==> src/design/ppi_pkg.sv <==
package ppi_pkg;

  typedef enum logic [1:0] {
    CMD_WRITE = 2'd0,
    CMD_READ  = 2'd1,
    CMD_PIN   = 2'd2
  } ppi_cmd_e;

  localparam logic [1:0] PORT_A    = 2'd0;
  localparam logic [1:0] PORT_B    = 2'd1;
  localparam logic [1:0] PORT_C    = 2'd2;
  localparam logic [1:0] ADDR_CTRL = 2'd3;

  localparam logic CFG_CLEAR_ON_MODE_SET = 1'b0;
  localparam logic CFG_AUTO_HANDSHAKE    = 1'b1;

  localparam logic [1:0] MODE_A_BASIC  = 2'd0;
  localparam logic [1:0] MODE_A_STROBE = 2'd1;
  localparam logic [1:0] MODE_A_BIDIR  = 2'd2;

  localparam logic [7:0] IBF_A  = 8'h20;
  localparam logic [7:0] STB_A  = 8'h10;
  localparam logic [7:0] STB_B  = 8'h04;
  localparam logic [7:0] IBF_B  = 8'h02;
  localparam logic [7:0] OBF_A  = 8'h80;
  localparam logic [7:0] ACK_A  = 8'h40;
  localparam logic [7:0] ACK_B  = 8'h04;
  localparam logic [7:0] OBF_B  = 8'h02;
  localparam logic [7:0] INTR_A = 8'h08;
  localparam logic [7:0] INTR_B = 8'h01;

  localparam logic [7:0] MASK_ALL   = 8'hff;
  localparam logic [7:0] MASK_UPPER = 8'hf0;
  localparam logic [7:0] MASK_NONE  = 8'h00;

  typedef struct packed {
    logic [2:0][7:0] lat;
    logic [2:0]      fw;
    logic [2:0]      drv;
  } ppi_st_t;

endpackage

==> src/design/parallel_port_interface.sv <==
// Channel   Direction  Handshake              Payload
// request   in         in_valid_i/in_stall_o  cmd, reg_addr, data_in, pin_mask, pin_port
// result    out        out_valid_o/out_stall_i read_data, port_a/b/c_drive, drive_changed
// config    in         cfg_valid_i/cfg_ready_o cfg_index_i, cfg_data_i
//
// One request per cycle while the result is not stalled; its result is registered in the cycle after acceptance.
// The port logic is a single combinational pass into that register.
// Reset clears latches, pin images, modes and config; input masks go to all ones.
// A stalled result holds the request channel off while the result register is full.
module parallel_port_interface
  import ppi_pkg::*;
(
  input  logic       clk_i,
  input  logic       rst_ni,
  input  logic       in_valid_i,
  output logic       in_stall_o,
  input  logic [1:0] cmd_i,
  input  logic [1:0] reg_addr_i,
  input  logic [7:0] data_in_i,
  input  logic [7:0] pin_mask_i,
  input  logic [1:0] pin_port_i,
  output logic       out_valid_o,
  input  logic       out_stall_i,
  output logic [7:0] read_data_o,
  output logic [7:0] port_a_drive_o,
  output logic [7:0] port_b_drive_o,
  output logic [7:0] port_c_drive_o,
  output logic [2:0] drive_changed_o,
  input  logic       cfg_valid_i,
  output logic       cfg_ready_o,
  input  logic       cfg_index_i,
  input  logic       cfg_data_i
);

  logic            clear_q, auto_q;
  logic [2:0][7:0] lat_q, lat_d;
  logic [2:0][7:0] pin_q, pin_d;
  logic [2:0][7:0] mask_q, mask_d;
  logic [2:0]      fw_q, fw_d;
  logic [1:0]      mode_a_q, mode_a_d;
  logic            mode_b_q, mode_b_d;
  logic            out_valid_q;
  logic [7:0]      rd_q, rd_d;
  logic [2:0]      drv_q, drv_d;
  logic            accept;

  function automatic ppi_st_t latch_wr(ppi_st_t st, logic [1:0] p, logic [7:0] v);
    ppi_st_t r;
    r = st;
    if (r.lat[p] != v || r.fw[p]) begin
      r.lat[p] = v;
      r.fw[p]  = 1'b0;
      r.drv[p] = 1'b1;
    end
    return r;
  endfunction

  function automatic ppi_st_t port_wr(ppi_st_t st, logic [1:0] p, logic [7:0] v,
                                      logic auto_hs, logic hs_a, logic hs_b);
    ppi_st_t    r;
    logic [7:0] c;
    logic [7:0] val;
    r = latch_wr(st, p, v);
    c = r.lat[PORT_C];
    val = c;
    if (!auto_hs) begin
      if (p == PORT_A && hs_a) begin
        val = c & ~OBF_A;
        if ((c & ACK_A) != MASK_NONE) val = val & ~INTR_A;
        r = latch_wr(r, PORT_C, val);
      end else if (p == PORT_B && hs_b) begin
        val = c & ~OBF_B;
        if ((c & ACK_B) != MASK_NONE) val = val & ~INTR_B;
        r = latch_wr(r, PORT_C, val);
      end
    end
    return r;
  endfunction

  function automatic ppi_st_t pin_edge(ppi_st_t st, logic [7:0] pin, logic [7:0] d,
                                       logic [7:0] m, logic [7:0] old,
                                       logic [7:0] lvl, logic [7:0] intr);
    ppi_st_t r;
    r = st;
    if ((m & pin) != MASK_NONE) begin
      if ((old & pin) != MASK_NONE && (d & pin) == MASK_NONE) begin
        r = latch_wr(r, PORT_C, r.lat[PORT_C] | lvl);
      end else if ((old & pin) == MASK_NONE && (d & pin) != MASK_NONE) begin
        if ((r.lat[PORT_C] & pin) != MASK_NONE) begin
          r = latch_wr(r, PORT_C, r.lat[PORT_C] | intr);
        end
      end
    end
    return r;
  endfunction

  always_comb begin
    ppi_st_t    st;
    logic       hs_a;
    logic       hs_b;
    logic [7:0] c;
    logic [7:0] val;
    st       = '{lat: lat_q, fw: fw_q, drv: 3'b000};
    pin_d    = pin_q;
    mask_d   = mask_q;
    mode_a_d = mode_a_q;
    mode_b_d = mode_b_q;
    rd_d     = MASK_NONE;
    hs_a     = (mode_a_q == MODE_A_STROBE) || (mode_a_q == MODE_A_BIDIR);
    hs_b     = mode_b_q;
    c        = lat_q[PORT_C];
    val      = c;
    case (cmd_i)
      CMD_WRITE: begin
        if (reg_addr_i == ADDR_CTRL) begin
          if (data_in_i[7]) begin
            mode_a_d = data_in_i[6] ? MODE_A_BIDIR : {1'b0, data_in_i[5]};
            mask_d[PORT_A] = (data_in_i[6] || data_in_i[4]) ? MASK_ALL : MASK_NONE;
            mode_b_d = data_in_i[2];
            mask_d[PORT_B] = data_in_i[1] ? MASK_ALL : MASK_NONE;
            mask_d[PORT_C] = {{4{data_in_i[3]}}, {4{data_in_i[0]}}};
            hs_a = (mode_a_d == MODE_A_STROBE) || (mode_a_d == MODE_A_BIDIR);
            hs_b = mode_b_d;
            if (clear_q) begin
              st = port_wr(st, PORT_A, MASK_NONE, auto_q, hs_a, hs_b);
              st = port_wr(st, PORT_B, MASK_NONE, auto_q, hs_a, hs_b);
              st = latch_wr(st, PORT_C, MASK_NONE);
            end
            if (mode_a_d != MODE_A_BASIC || mode_b_d) begin
              val = st.lat[PORT_C];
              if (hs_a) val = (val & ~IBF_A & ~INTR_A) | OBF_A;
              if (hs_b) begin
                if (mask_d[PORT_B] == MASK_ALL) val = val & ~IBF_B;
                else val = val | OBF_B;
                val = val & ~INTR_B;
              end
              st = latch_wr(st, PORT_C, val);
            end
          end else begin
            val[data_in_i[3:1]] = data_in_i[0];
            st = latch_wr(st, PORT_C, val);
          end
        end else begin
          st = port_wr(st, reg_addr_i, data_in_i, auto_q, hs_a, hs_b);
        end
      end
      CMD_READ: begin
        if (reg_addr_i == ADDR_CTRL) begin
          rd_d = MASK_ALL;
        end else begin
          if (reg_addr_i == PORT_A && hs_a) begin
            val = c & ~IBF_A;
            if ((c & STB_A) != MASK_NONE) val = val & ~INTR_A;
            st = latch_wr(st, PORT_C, val);
          end else if (reg_addr_i == PORT_B && hs_b) begin
            val = c & ~IBF_B;
            if ((c & STB_B) != MASK_NONE) val = val & ~INTR_B;
            st = latch_wr(st, PORT_C, val);
          end
          rd_d = (pin_q[reg_addr_i] & mask_q[reg_addr_i]) |
                 (st.lat[reg_addr_i] & ~mask_q[reg_addr_i]);
        end
      end
      CMD_PIN: begin
        if (pin_port_i == PORT_A || pin_port_i == PORT_B) begin
          pin_d[pin_port_i] = (pin_q[pin_port_i] & ~pin_mask_i) | (data_in_i & pin_mask_i);
          if (auto_q) begin
            if (pin_port_i == PORT_A && hs_a) begin
              val = c | IBF_A;
              if ((c & STB_A) != MASK_NONE) val = val | INTR_A;
              st = latch_wr(st, PORT_C, val);
            end else if (pin_port_i == PORT_B && hs_b) begin
              val = c | IBF_B;
              if ((c & STB_B) != MASK_NONE) val = val | INTR_B;
              st = latch_wr(st, PORT_C, val);
            end
          end
        end else if (pin_port_i == PORT_C) begin
          if (!auto_q) begin
            if (hs_a) begin
              st = pin_edge(st, STB_A, data_in_i, pin_mask_i, pin_q[PORT_C], IBF_A, INTR_A);
              st = pin_edge(st, ACK_A, data_in_i, pin_mask_i, pin_q[PORT_C], OBF_A, INTR_A);
            end
            if (hs_b) begin
              if (mask_q[PORT_B] == MASK_ALL) begin
                st = pin_edge(st, STB_B, data_in_i, pin_mask_i, pin_q[PORT_C], IBF_B, INTR_B);
              end else begin
                st = pin_edge(st, ACK_B, data_in_i, pin_mask_i, pin_q[PORT_C], OBF_B, INTR_B);
              end
            end
          end
          pin_d[PORT_C] = (pin_q[PORT_C] & ~pin_mask_i) | (data_in_i & pin_mask_i);
        end
      end
      default: begin
      end
    endcase
    lat_d = st.lat;
    fw_d  = st.fw;
    drv_d = st.drv;
  end

  assign in_stall_o = out_valid_q && out_stall_i;
  assign accept     = in_valid_i && !in_stall_o;
  assign cfg_ready_o = 1'b1;

  always_ff @(posedge clk_i or negedge rst_ni) begin
    if (!rst_ni) begin
      clear_q     <= 1'b0;
      auto_q      <= 1'b0;
      lat_q       <= '0;
      pin_q       <= '0;
      mask_q      <= {3{MASK_ALL}};
      fw_q        <= 3'b111;
      mode_a_q    <= MODE_A_BASIC;
      mode_b_q    <= 1'b0;
      out_valid_q <= 1'b0;
    end else begin
      if (cfg_valid_i) begin
        if (cfg_index_i == CFG_CLEAR_ON_MODE_SET) clear_q <= cfg_data_i;
        else auto_q <= cfg_data_i;
      end
      if (accept) begin
        lat_q    <= lat_d;
        pin_q    <= pin_d;
        mask_q   <= mask_d;
        fw_q     <= fw_d;
        mode_a_q <= mode_a_d;
        mode_b_q <= mode_b_d;
      end
      if (accept) out_valid_q <= 1'b1;
      else if (!out_stall_i) out_valid_q <= 1'b0;
    end
  end

  always_ff @(posedge clk_i) begin
    if (accept) begin
      rd_q  <= rd_d;
      drv_q <= drv_d;
    end
  end

  assign out_valid_o     = out_valid_q;
  assign read_data_o     = rd_q;
  assign port_a_drive_o  = lat_q[PORT_A];
  assign port_b_drive_o  = lat_q[PORT_B];
  assign port_c_drive_o  = lat_q[PORT_C];
  assign drive_changed_o = drv_q;

endmodule
==> config.mk <==
export PLATFORM = sky130hd
export DESIGN_NAME = parallel_port_interface
export DESIGN_NICKNAME = d
export VERILOG_FILES = /design/src/design/ppi_pkg.sv /design/src/design/parallel_port_interface.sv
export SDC_FILE = /design/constraint.sdc
export NUM_CORES = 1
export LEC_CHECK = 0
export ABC_AREA = 1
export BUFFER_PORTS_ARGS = -buffer_cell sky130_fd_sc_hd__buf_2
export CAP_MARGIN = 40
export CELL_PAD_IN_SITES_DETAIL_PLACEMENT = 2
export CELL_PAD_IN_SITES_GLOBAL_PLACEMENT = 2
export CORE_MARGIN = 1.5
export CORE_UTILIZATION = 36
export CTS_BUF_LIST = sky130_fd_sc_hd__clkbuf_2
export CTS_CLUSTER_SIZE = 28
export DETAILED_ROUTE_END_ITERATION = 12
export GPL_TIMING_DRIVEN = 1
export PLACE_DENSITY = 0.85
export SYNTH_ARGS = -nofsm -noshare
export SYNTH_HDL_FRONTEND = slang
export SYNTH_SLANG_ARGS = --single-unit
==> constraint.sdc <==
create_clock -name clk_i -period 5 [get_ports clk_i]
set_clock_uncertainty 0.1 [all_clocks]
set_input_delay 0.5 -clock clk_i [delete_from_list [all_inputs] [get_ports clk_i]]
set_output_delay 0.5 -clock clk_i [all_outputs]
set_load 0.02 [all_outputs]
* Word-level counts from Yosys, hierarchy flattened
Cells that the tools add are included.
** Operators by class
- Muxes and demuxes :: 200
- Multipliers :: 0
- $lt $le $gt $ge :: 6
- Eq/ne operators :: 38
- Add/sub/neg operators :: 0
- Div/mod/pow operators :: 0
- Shifts and indexed selects :: 0
- Reduce and logical (&&, ||, !) cells :: 66
- Bitwise logic cells :: 20
** Operators with widths (count)
- two-way mux 30 bit :: 48
- two-way mux 8 bit :: 68
- two-way mux 25 bit :: 5
- case mux 30 bit (3 select lines) :: 1
- inequality test 8 bit :: 11
- binary-select mux 8 bit (select 2 bit) :: 5
- two-way mux 29 bit :: 2
- two-way mux 28 bit :: 2
- two-way mux 27 bit :: 2
- bitwise mux 24 bit :: 2
- logical NOT 8 bit :: 6
- two-way mux 1 bit :: 44
- AND 8 bit :: 5
- demux 8 bit (select 2 bit) :: 2
- logical OR 1 bit :: 25
- bitwise OR 8 bit :: 3
- nonzero test 8 bit :: 3
- inequality test 3 bit (second input constant) :: 7
- inequality test 4 bit (second input constant) :: 4
- inverter 8 bit :: 2
- logical AND 1 bit :: 15
- two-way mux 7 bit :: 2
- AND reduction 7 bit :: 2
- AND reduction 13 bit :: 1
- other kinds (29) :: 63
** Storage, ports and cells
- Word-level logic and storage cells :: 348
- Bits in writable memories :: 0
- Input port bits :: 29
- Memories :: 0
- Bits in latches :: 0
- Bits in registers :: 89
- Output and inout bits :: 38
- ROM bits :: 0

* Depth between registers and ports, before layout
- Word-level depth :: 55
- Gate-level depth with buffers :: 16
- Gate-level depth less buffers :: 16

* Worst setup path before layout
No wires, ideal clock.
- Path type :: input to register
- From :: input port out_stall_i
- To :: register lat_q (netlist bit port_c_drive_o[6])
- Setup time :: 0.121 ns
- Data required time :: 4.779 ns
- Stages on the path :: 10
- Path buffers :: 0
- Arrival time :: 2.188 ns
- Path slack :: 2.591 ns
- Cells stage by stage :: nand2_1 -> inv_1 -> nor2_1 -> nand2_1 -> inv_1 -> nand2_1 -> a211oi_1 -> nand2_1 -> nand2_1 -> o21ai_1
** Between the ends
- Word-level cells in the longest chain between the ends :: 4
** Ends and longest elaborated chain
- from (decl) :: RTL line parallel_port_interface.sv:23 : input logic out_stall_i,
- logical AND 1 bit :: RTL line parallel_port_interface.sv:203 : assign in_stall_o = out_valid_q && out_stall_i;
- named net in_stall_o :: RTL line parallel_port_interface.sv:16 : output logic in_stall_o,
- logical NOT 1 bit :: RTL line parallel_port_interface.sv:204 : assign accept = in_valid_i && !in_stall_o;
- logical AND 1 bit :: RTL line parallel_port_interface.sv:204
- named net accept :: RTL line parallel_port_interface.sv:45 : logic accept;
- AND reduction 10 bit (no line)
- to (signal assigned) :: RTL line parallel_port_interface.sv:224 : lat_q <= lat_d;
- to (decl) :: RTL line parallel_port_interface.sv:36 : logic [2:0][7:0] lat_q, lat_d;
The timed path passes the listed nets, and every way through them passes these cells.
A chain may end at the register's enable or synchronous reset.

* Worst setup path in the final report
- From :: register lat_q (netlist bit port_c_drive_o[4])
- To :: register fw_q[2]
** Between the ends
- Word-level cells in the longest chain between the ends :: 52
- Elaborated cells between the ends (all ways) :: 157
- Those cells by class :: 16 x eq/ne; 120 x mux; 3 x bitwise; 18 x reduce/logical
** Ends and longest elaborated chain
- two-way mux 7 bit :: RTL line parallel_port_interface.sv:69 : if ((c & ACK_A) != MASK_NONE) val = val & ~INTR_A;
- two-way mux 8 bit :: RTL line parallel_port_interface.sv:67 : if (p == PORT_A && hs_a) begin
- two-way mux 8 bit :: RTL line parallel_port_interface.sv:66 : if (!auto_hs) begin
- two-way mux 8 bit :: RTL line parallel_port_interface.sv:124 : if (clear_q) begin
- two-way mux 8 bit :: RTL line parallel_port_interface.sv:116 : if (data_in_i[7]) begin
- two-way mux 8 bit :: RTL line parallel_port_interface.sv:115 : if (reg_addr_i == ADDR_CTRL) begin
- two-way mux 8 bit :: RTL line parallel_port_interface.sv:113 : case (cmd_i)
- inequality test 8 bit :: RTL line parallel_port_interface.sv:50 : if (r.lat[p] != v || r.fw[p]) begin
- (+36 left out)
- two-way mux 8 bit :: RTL line parallel_port_interface.sv:113
- inequality test 8 bit :: RTL line parallel_port_interface.sv:50
- logical OR 1 bit :: RTL line parallel_port_interface.sv:50
- two-way mux 1 bit :: RTL line parallel_port_interface.sv:50
- two-way mux 30 bit :: RTL line parallel_port_interface.sv:129 : if (mode_a_d != MODE_A_BASIC || mode_b_d) begin
- two-way mux 30 bit :: RTL line parallel_port_interface.sv:116
- two-way mux 30 bit :: RTL line parallel_port_interface.sv:115
- case mux 30 bit (3 select lines) :: RTL line parallel_port_interface.sv:113
- to (signal assigned) :: RTL line parallel_port_interface.sv:227 : fw_q <= fw_d;
- to (decl) :: RTL line parallel_port_interface.sv:39 : logic [2:0] fw_q, fw_d;
Several ways; a longest one is shown, not always the timed one. The select of a mux whose other input is x is not followed.

==> flow_summary_export.csv <==
group,metric,value,unit
grt,grt-ovfl-total,0,
placed_design,io_buffers,65,
sta,slew_violations,0,
synth,synth_xor_xnor_area_share,0.154,%
synth,synthArstFlopShare,84.7,%
synth,netlist-cell-type-count,47,
synth,yosys.area.top_type,"dfrtp_1",
final_layout,insertedDiodeCount,0,
run,max-cap-violations,0,
power_and_ir_drop,p_switching,0.797,mW
clock_tree,cts.sinks,72,
routing,drt_iter0_drc,406,
synth,ys_seq_area_share,32.9,%
synth,synth_fa_ha_area_share,0,%
critical_path,worstPathArrival,3.46,ns
critical_path,crit_path_start_kind,"flip-flop",
sta,fin_ws,2.01,ns
routing,routed_via_density,6.03,
synth,avgSynthCellArea,6.60,um^2
routing,vias,6792,
grt,grtUsageMet1,44.2,%
power_and_ir_drop,power_density,279,nW/um^2
clock_tree,worstSkewPairLatency,0.64,ns
grt,grt_pass1_vias,7297,
synth,ys.flop_type,"dfrtp_1",
critical_path,crit_start,"port_c_drive_o[4]",
sta,fin_crit,2.99,ns
power_and_ir_drop,intPower,0.961,mW
synth,syn_area,5680,um^2
routing,drc,0,
floorplanning,placementRows,45,
synth,synth-edff-count,11,
sta,setup_viol,0,
synth,synth_top_family_by_area,"simple AND/OR/NAND/NOR gates",
critical_path,critPathKind,"flip-flop to flip-flop",
critical_path,worstSetupEndpoint,"fw_q[2]",
synth,ys_top_cells_by_area,"dfrtp_1 24%, nand2_1 16%, inv_1 6.0%, edfxtp_1 5.8%, o21ai_0 5.8%",
synth,syn_inst,860,
routing,ant_nets,0,
placed_design,place_ws,1.60,ns
sta,whs,0.0306,ns
synth,yosysWarnings,0,
power_and_ir_drop,clkPwrFrac,22.2,%
synth,synthSimpleGateAreaFrac,35.1,%
final_layout,syn2layout_area_growth,11.0,%
critical_path,reg2reg_to,"fw_q[2]",
clock_tree,cts_resized,0,
grt,gr-usage-met2,59.7,%
clock_tree,tritoncts,"built",
sta,maxSlewHeadroom,44.0,%
sta,worst_slew_pin_slew,0.837,ns
floorplanning,dieWidth,129,um
critical_path,endpoint_kind,"flip-flop",
final_layout,nets,940,
floorplanning,dieArea,16500,um^2
grt,use_met3,4.20,%
sta,tns,0,ns
sta,finalCritPeriodShare,59.8,%
floorplanning,ioPinCount,67,
placed_design,place.gp.congestion,0.945,
clock_tree,cts_setup_buffers,0,
grt,grt_use_total,34.5,%
clock_tree,cts-root-buf,"clkbuf_2",
power_and_ir_drop,sw_frac_of_total,45.3,%
grt,antenna_found_initial,0,
power_and_ir_drop,seq_power_share,44.4,%
power_and_ir_drop,leakagePower,2.89,nW
critical_path,reg2reg_depth,10,
routing,routedWlPerCell,24.5,um
hold_path,hold_path.class,"input port to flip-flop",
critical_path,worst_ep_required_time,5.47,ns
clock_tree,numCtsBuffers,9,
placed_design,hpwl,21200,um
sta,hold_violations,0,
synth,synth_compound_area_share,21.7,%
grt,grt_pass1_wl,42700,um
routing,first_pass_iters,5,
routing,wirelength,27600,um
critical_path,worstReg2RegStart,"port_c_drive_o[4]",
clock_tree,cts_buffer_depth,2,
clock_tree,cts_max_level,3,
final_layout,drive_gt1_share,14.2,%
synth,synth_top_area_share,23.8,%
critical_path,path_max_fanout,9,
sta,fmax,334,MHz
critical_path,regToRegSetupSlack,2.01,ns
sta,rsz0062_at_grt,"false",
final_layout,final_cell_mix,"248 x nand2_1, 91 x inv_1, 66 x o21ai_0",
power_and_ir_drop,peakVddDrop,0.121,mV
power_and_ir_drop,pwr-share-comb,33.3,%
final_layout,final_common_cell,"nand2_1",
clock_tree,clk_pin_slew,0.26,ns
synth,yosys_register_bits,72,
grt,grt_start_max_net_pins,43,
floorplanning,core_area,15300,um^2
floorplanning,chipHeight,129,um
floorplanning,start_util,37.1,%
status,run_status,"finished clean",
synth,synth.area.mux_share,0,%
grt,grt_busiest_layer,"met2",
synth,synth_nets,889,
layer usage:
metal | wire, um | part of all wire (%)
met4 | 855 | 3.1
met2 | 13500 | 49
met5 | 0 | 0
met1 | 12000 | 43
met3 | 1360 | 4.9
cell families after synthesis:
kind of cell | Yosys count
buffers and inverters | 137
other | 1
flip-flops | 72
XOR/XNOR | 1
AO/OA/AOI/OAI | 205
AND/OR/NAND/NOR | 444
worst min path at each step:
stage	start	to	slack, ns	depth (start not counted)
5_1_grt	pin_mask_i[0]	flip-flop	0.005	3
2_1_floorplan	rst_ni	async pin	0.10	0
3_5_place_dp	fw_q[0]	fw_q[0]	0.38	2
4_1_cts	cfg_data_i	clear_q	0.004	3
3_3_place_gp	out_valid_o	out_valid_o	0.37	2
6_report	cfg_data_i	clear_q	0.03	3
synth_stat cells, drive strengths merged, types with 7 or more instances:
library cell / instances
nand4: 20
nor3: 20
nand3: 68
dfstp: 7
o22ai: 14
o211ai: 13
buf: 15
clkbuf: 18
dfrtp: 54
nand2: 254
o21ai: 86
o2111ai: 24
edfxtp: 11
nor2: 76
inv: 102
a21oi: 45
critical path: stages (launching register included):
cell,delay (ns)
dfrtp_1,0.68
inv_1,0.28
o21ai_0,0.46
nor3_1,0.15
nand3b_1,0.19
nor2_1,0.31
nand3_1,0.28
nor2_2,0.22
nand2_1,0.11
nand2_1,0.10
nand2_1,0.07
layout make-up:
| class | instances | area, um^2 |
|---|---|---|
| flip-flops and latches | 72 | 1870 |
| well taps | 211 | 264 |
| inverters | 104 | 390 |
| clock buffers | 9 | 45.0 |
| clock inverters | 7 | 80.1 |
| multi-input cells | 651 | 3240 |
| repair buffers | 73 | 418 |
| fillers | 1943 | 9010 |
per-stage QoR:
step           area, um^2  total power [mW]  std cells  util (%)
2_1_floorplan        5680              1.11        860         -
3_3_place_gp         6100              1.32       1105      39.8
3_5_place_dp         6120              1.36       1106      40.0
4_1_cts              6300              1.75       1127      41.1
5_1_grt              6300              1.84       1127      41.1
6_report             6300              1.76       1127      41.1
what timing repair did:
item / in CTS / in global routing
endpoints found under the setup margin: 0 / 0
hold endpoints to repair: 22 / 0
hold buffers: 5 / 0
power groups by stage:
| stage | clock (mW) | combinational [mW] | sequential [mW] |
|---|---|---|---|
| 2_1_floorplan | 0 | 0.352 | 0.759 |
| 3_3_place_gp | 0 | 0.539 | 0.779 |
| 3_5_place_dp | 0 | 0.571 | 0.786 |
| 4_1_cts | 0.395 | 0.578 | 0.776 |
| 5_1_grt | 0.417 | 0.641 | 0.787 |
| 6_report | 0.391 | 0.586 | 0.781 |
Note: power is estimated with default switching activity, not from simulation.
